<file path="src/sv/bitplane_to_chunky_palette_unit_assert.svh">
// Assertion macros shared by the converter RTL.
`ifndef BITPLANE_TO_CHUNKY_PALETTE_UNIT_ASSERT_SVH
`define BITPLANE_TO_CHUNKY_PALETTE_UNIT_ASSERT_SVH

// Check that the consequent holds in the same cycle as the antecedent.
`define B2C_ASSERT_SAME(label, ante, cons) \
    label: assert property (@(posedge clk) disable iff (!rst_n) (ante) |-> (cons)) \
        else $error("converter assertion failed");

// Check that the consequent holds in the cycle after the antecedent.
`define B2C_ASSERT_NEXT(label, ante, cons) \
    label: assert property (@(posedge clk) disable iff (!rst_n) (ante) |=> (cons)) \
        else $error("converter assertion failed");

`endif

</file>
<file path="src/sv/b2c_pkg.sv">
`default_nettype none

package b2c_pkg;

    localparam int PLANE_COUNT  = 8;
    localparam int PLANE_W      = 16;
    localparam int INDEX_W      = 8;
    localparam int RGB_W        = 24;
    localparam int GROUP_PIXELS = 16;
    localparam int POS_W        = $clog2(GROUP_PIXELS);

    localparam logic [POS_W-1:0] LAST_POS = POS_W'(GROUP_PIXELS - 1);

    typedef enum logic [0:0] {
        OP_CONVERT   = 1'b0,
        OP_PAL_WRITE = 1'b1
    } opcode_t;

    localparam logic [0:0] REG_PLANE_MODE  = 1'b0;
    localparam logic [0:0] REG_SAMPLE_HOLD = 1'b1;

    localparam logic [1:0] PLANES_1 = 2'd0;
    localparam logic [1:0] PLANES_2 = 2'd1;
    localparam logic [1:0] PLANES_4 = 2'd2;
    localparam logic [1:0] PLANES_8 = 2'd3;

    typedef struct packed {
        opcode_t              opcode;
        logic [PLANE_W-1:0]   plane0;
        logic [PLANE_W-1:0]   plane1;
        logic [PLANE_W-1:0]   plane2;
        logic [PLANE_W-1:0]   plane3;
        logic [PLANE_W-1:0]   plane4;
        logic [PLANE_W-1:0]   plane5;
        logic [PLANE_W-1:0]   plane6;
        logic [PLANE_W-1:0]   plane7;
        logic                 line_start;
        logic [INDEX_W-1:0]   pal_index;
        logic [RGB_W-1:0]     pal_rgb;
    } in_beat_t;

    typedef struct packed {
        logic [RGB_W-1:0]     pixel_rgb;
        logic [POS_W-1:0]     pixel_pos;
        logic                 last;
    } out_beat_t;

    typedef struct packed {
        logic                 rd_en;
        logic [INDEX_W-1:0]   index;
        logic [POS_W-1:0]     pos;
        logic                 last;
    } lookup_req_t;

    typedef struct packed {
        logic                 active;
        logic                 last_issue;
    } grp_status_t;

endpackage

`default_nettype wire

</file>
<file path="src/sv/b2c_group.sv">
`default_nettype none

module b2c_group
    import b2c_pkg::*;
(
    input  wire logic        clk,
    input  wire logic        rst_n,
    input  wire logic        start,
    input  wire in_beat_t    beat,
    input  wire logic [1:0]  plane_mode,
    input  wire logic        sample_hold_enable,
    input  wire logic        advance,
    output grp_status_t      status,
    output lookup_req_t      req
);

    logic [PLANE_W-1:0] words_reg [PLANE_COUNT];
    logic [PLANE_W-1:0] words_in  [PLANE_COUNT];
    logic               active_reg, active_next;
    logic [POS_W-1:0]   pos_reg, pos_next;
    logic               ls_reg;
    logic [INDEX_W-1:0] held_reg, held_next;
    logic [INDEX_W-1:0] held_cur;
    logic [INDEX_W-1:0] pix_index;
    logic [INDEX_W-1:0] look_index;
    logic [PLANE_COUNT-1:0] plane_keep;
    logic [POS_W-1:0]   bit_sel;

    always_comb
    begin
        case (plane_mode)
            PLANES_1: plane_keep = 8'h01;
            PLANES_2: plane_keep = 8'h03;
            PLANES_4: plane_keep = 8'h0F;
            PLANES_8: plane_keep = 8'hFF;
            default:  plane_keep = 8'hFF;
        endcase
    end

    assign words_in[0] = beat.plane0 & {PLANE_W{plane_keep[0]}};
    assign words_in[1] = beat.plane1 & {PLANE_W{plane_keep[1]}};
    assign words_in[2] = beat.plane2 & {PLANE_W{plane_keep[2]}};
    assign words_in[3] = beat.plane3 & {PLANE_W{plane_keep[3]}};
    assign words_in[4] = beat.plane4 & {PLANE_W{plane_keep[4]}};
    assign words_in[5] = beat.plane5 & {PLANE_W{plane_keep[5]}};
    assign words_in[6] = beat.plane6 & {PLANE_W{plane_keep[6]}};
    assign words_in[7] = beat.plane7 & {PLANE_W{plane_keep[7]}};

    // Leftmost pixel takes the top bit of each plane word.
    assign bit_sel = LAST_POS - pos_reg;

    always_comb
    begin
        for (int p = 0; p < PLANE_COUNT; p++)
        begin
            pix_index[p] = words_reg[p][bit_sel];
        end
    end

    assign held_cur = (ls_reg && (pos_reg == '0)) ? '0 : held_reg;

    always_comb
    begin
        look_index = pix_index;
        held_next  = held_reg;
        if (sample_hold_enable && (pix_index == '0))
        begin
            look_index = held_cur;
        end
        if (advance)
        begin
            held_next = held_cur;
            if (sample_hold_enable && (pix_index != '0))
            begin
                held_next = pix_index;
            end
        end
    end

    always_comb
    begin
        active_next = active_reg;
        pos_next    = pos_reg;
        if (start)
        begin
            active_next = 1'b1;
            pos_next    = '0;
        end
        else if (advance)
        begin
            pos_next = pos_reg + 1'b1;
            if (pos_reg == LAST_POS)
            begin
                active_next = 1'b0;
            end
        end
    end

    always_ff @(posedge clk or negedge rst_n)
    begin
        if (!rst_n)
        begin
            active_reg <= 1'b0;
            pos_reg    <= '0;
            held_reg   <= '0;
        end
        else
        begin
            active_reg <= active_next;
            pos_reg    <= pos_next;
            held_reg   <= held_next;
        end
    end

    always_ff @(posedge clk)
    begin
        if (start)
        begin
            words_reg <= words_in;
            ls_reg    <= beat.line_start;
        end
    end

    assign status.active     = active_reg;
    assign status.last_issue = active_reg && (pos_reg == LAST_POS);

    assign req.rd_en = advance;
    assign req.index = look_index;
    assign req.pos   = pos_reg;
    assign req.last  = (pos_reg == LAST_POS);

endmodule

`default_nettype wire

</file>
<file path="config.mk">
export PLATFORM = sky130hd
export DESIGN_NAME = b2c_group
export DESIGN_NICKNAME = d
export VERILOG_FILES = /design/src/sv/bitplane_to_chunky_palette_unit_assert.svh /design/src/sv/b2c_pkg.sv /design/src/sv/b2c_group.sv
export SDC_FILE = /design/constraint.sdc
export NUM_CORES = 1
export LEC_CHECK = 0
export BUFFER_PORTS_ARGS = -buffer_cell sky130_fd_sc_hd__buf_2
export CAP_MARGIN = 20
export CORE_MARGIN = 3
export CORE_UTILIZATION = 45
export CTS_CLUSTER_SIZE = 25
export DETAILED_ROUTE_END_ITERATION = 12
export HOLD_SLACK_MARGIN = 0.08
export PLACE_DENSITY_LB_ADDON = 0.15
export SETUP_SLACK_MARGIN = 0.4
export SYNTH_ARGS = -nofsm -noshare
export SYNTH_HDL_FRONTEND = slang
export SYNTH_SLANG_ARGS = --single-unit
</file>
<file path="constraint.sdc">
create_clock -name clk -period 3.3 [get_ports clk]
set_clock_uncertainty 0.2 [all_clocks]
set_input_delay 0.495 -clock clk [delete_from_list [all_inputs] [get_ports clk]]
set_output_delay 0.495 -clock clk [all_outputs]
set_load 0.01 [all_outputs]
</file>
======== Word-level counts from Yosys, hierarchy flattened ========
Index checks and enable logic that the tools add are counted.
W data, S select, Z words.
operators by class
  add/subtract/negate cells ............... 2
  $lt $le $gt $ge ......................... 1
  eq/ne operators ......................... 4
  multiplexer cells ....................... 25
  bitwise logic cells ..................... 8
  reductions and logical operators ........ 11
operator list
  operator               number
  $and A16 B16 Y16       8
  $bmux W1 S4            8
  $pmux W8 S4            1
  $mux W8                3
  $mux W1                11
  $logic_not A8 Y1       1
  $mux W4                2
  $reduce_bool A8 Y1     1
  $lt A4 B5 Y1 const B   1
  $add A4 B1 Y4 const B  1
  $eq A2 B2 Y1 const B   2
  $eq A4 B4 Y1 const B   1
  $logic_and A1 B1 Y1    4
  $logic_not A4 Y1       1
  $reduce_bool A2 Y1     2
  $sub A4 B4 Y4 const A  1
  $eq A2 B1 Y1 const B   1
  $logic_not A2 Y1       1
  $reduce_and A2 Y1      1
word-level totals
  register bits after elaboration ......... 142
  output and inout port bits .............. 16
  word-level logic and storage cells ...... 63

======== Logic depth before layout (Yosys ltp) ========
  word-level depth ........................ 6
  gate-level depth with buffers ........... 10
  gate-level depth less buffers ........... 7

======== Least setup slack after synthesis ========
OpenSTA, ideal clock, no wires.
  path kind ............................... register -> output
  from .................................... reg pos_reg[1]
  to ...................................... out req[12] (netlist bit)
  arrival time ............................ 2391 ps
  data required time ...................... 2605 ps
  path slack .............................. 214 ps
  stages on the path, launching flop included .. 11
  buffers on the path ..................... 3
  cell sequence ........................... dfrtp_1 buf_2 buf_1 inv_1 ha_1 a2111oi_2 a221oi_1 nor4_1 and2_1 buf_6 a31o_1
RTL lines
  item                    line              source
  from (decl)             b2c_group.sv:20   logic [POS_W-1:0] pos_reg, pos_next;
  from (signal assigned)  b2c_group.sv:110  pos_reg <= pos_next;
  to (decl)               b2c_group.sv:14   output lookup_req_t req

==> run metrics <==
Cell Rows 42; nets 764; number of synthesized register bits 142; Yosys cell types 31; TritonCTS buffer count 17; Synth Area per Inst 15.5 µm²; total track usage 19.3%; critical-path cell list buf_6 > buf_12 > buf_8 > mux4_2 > a22oi_2 > nand2_2 > nor4_4 > and2_4 > a31o_1 > buf_2; flip-flop count of the largest register after layout 128; Port Buffers 151; worst rel slew slack 44.4%; detailed placement HPWL 9220 µm; core footprint 0.0136 mm²; PwrDens 553 mW/mm²; Req. time, crit path 2600 ps; hold slack final 152 ps; CTS tree done; CTS clock-pin slew for the worst setup and hold paths 60 ps; antenna diode count 0; final setup vio count 8; Reg-to-Reg Start pos_reg[0]; run status finished with violations; worst slew pin tran 831 ps; total routed wirelength 14600 µm; Initial Util 47.1%; overall die height 125 µm; R2R Path End held_reg[1]; area of the multi-input gates 0.00208 mm²; sequential fraction of the synthesis area 65.8%; Critical Path Fanout Max 8; fin crit share 107%; Sw Share 23.2%; Worst setup EP type output pin; Seq pwr share 46.5%; WL per Instance 18.7 µm; DR vias/cell 5.26; most common cell after layout, fill and taps aside buf_2; slowest cell on the critical path mux4_2; Die W 125 µm; Syn Inst Count 413; Max Root-Sink Buffers 2; commonest cells after routing, fill and taps aside buf_2, edfxtp_1, and3_1; Mapped Area 0.00638 mm²; Int Power 3.59 mW; Worst Setup EP req[7]; TritonRoute pass-1 iters 4; antenna violations before repair 0; worst setup path startpoint pos_reg[0]; CP arrival 2830 ps; DRT antenna net count 0; worst setup margin -223 ps; fraction of layout cells with a size suffix above 1 45.0%; Layout area overhead 32.2%; Worst setup SP type flop; Congestion Overflow GR 0; RSZ-0062 raised after global routing yes; critical path start-end classification reg2out; Tmin final 3520 ps; Combinational Power Share 13.9%; vias in the first global route 4299; routability congestion estimate 0.830; DIE AREA 0.0157 mm²; Max rail drop VDD 0.390 mV; NetSw 1.08 mW; via count 4111; DRT iter0 DRCs 340; CP max stage delay 520 ps; global-route wire length before repair 23000 µm; Max Slew Vio Count 0; Hold Fails Final Rpt 0; Storage cell area 0.00420 mm²; HP Class in2reg; hold wc startpoint beat[120]; Clock H-tree levels 4; total power draw 4.67 mW; Root Driver clkbuf_16; Remaining DRCs 0; Ports 185; Syn. warnings 0; max-capacitance violation count 0; reg2reg path depth 10; failing checks setup timing; Max Clk Rate 284 MHz; static leakage 3.46 nW; Fillers 1022; largest net degree at the start of global routing 97; Clock Power Share 39.6%; syn_nets 584; Clock Latency Late Sink 430 ps; Clock Sinks 142; FF-to-FF setup slack 550 ps
[how the worst min path moves through the flow]
| stage | endpoint | slack [ps] | cells past startpoint |
|---|---|---|---|
| 4_1_cts | words_reg[87] | 130 | 2 |
| 6_report | words_reg[87] | 150 | 2 |
| 5_1_grt | words_reg[66] | 140 | 2 |
| 2_1_floorplan | active_reg | -0.6 | 0 |
| 3_3_place_gp | pos_reg[2] | 200 | 1 |
| 3_5_place_dp | pos_reg[2] | 210 | 1 |
[per-layer routing]
metal  wire length, µm  GRT usage [%]
met1              6360           25.8
met2              7100           30.4
met5                 0              0
met3               864           5.12
met4               291           7.33
[layout make-up]
cell class	instances	share of cell area, %
Timing Repair Buffer	198	15.7
Tap cell	176	2.61
Multi-Input combinational cell	223	24.6
Clock inverter	14	1.68
Sequential cell	142	49.8
Clock buffer	18	5.09
Inverter	11	0.489
[power by group through the flow]
stage                     sequential (mW)  combinational (mW)  clock (mW)
final                                2.17               0.651        1.85
after global routing                 2.18               0.708        1.97
after CTS                            2.17               0.612        1.88
after detailed placement             2.20               0.524           0
after global placement               2.19               0.516           0
after floorplan                      2.19               0.313           0
[stage by stage]
| stage | worst slack, ps | util, % | area [µm²] | std cells | TNS, ps |
|---|---|---|---|---|---|
| final | -223 | 62.2 | 8440 | 782 | -1590 |
| after global routing | -325 | 62.2 | 8440 | 782 | -2400 |
| after CTS | -200 | 61.1 | 8290 | 771 | -1440 |
| after detailed placement | 6.61 | 54.1 | 7330 | 716 | 0 |
| after global placement | 29.6 | 54.1 | 7330 | 716 | 0 |
| after floorplan | 380 | - | 6420 | 413 | 0 |
[critical path: cells and delay by family, from the launching register on]
kind	cells	cell delay, ps
and+or+nand+nor	3	570
muxes	1	520
AOI/OAI and AO/OA	2	430
buffers and inverters	4	480
DFF	1	410
[cell usage after synthesis (all sizes together)]
master	n	area, µm²
a2111oi	1	15.0
a211oi	1	7.51
a21o	1	7.51
a21oi	2	10.0
a221oi	1	8.76
a22oi	14	105
a31o	8	70.1
and2	36	225
and3	66	413
buf	11	90.1
clkbuf	26	97.6
dfrtp	13	325
edfxtp	129	3870
ha	2	25.0
inv	11	41.3
mux2i	2	20.0
mux4	32	754
nand2	17	63.8
nand4	1	6.26
nor2	6	22.5
nor2b	19	119
nor4	2	12.5
o21ai	9	45.0
xnor2	1	8.76
xor2	2	17.5
[cell families (layout without fill, tap and decap cells)]
kind of cell | after synthesis | count (layout) | synth area share [%]
muxes | 34 | 34 | 12.1
buffers and inverters | 48 | 241 | 3.59
adders and majority gates | 2 | 2 | 0.392
AOI/OAI and AO/OA | 37 | 37 | 4.21
DFF | 142 | 142 | 65.8
and+or+nand+nor | 147 | 147 | 13.5
xor gates and xnor gates | 3 | 3 | 0.412
[what timing repair did]
item,CTS,global route
buffers inserted,4,9
hold endpoints to repair,30,0
pin swaps,4,10
hold buffers,18,0
endpoints found under the setup margin,8,8
gates resized for setup,32,14
gates cloned,1,2
Note: power is estimated with default switching activity, not from simulation.
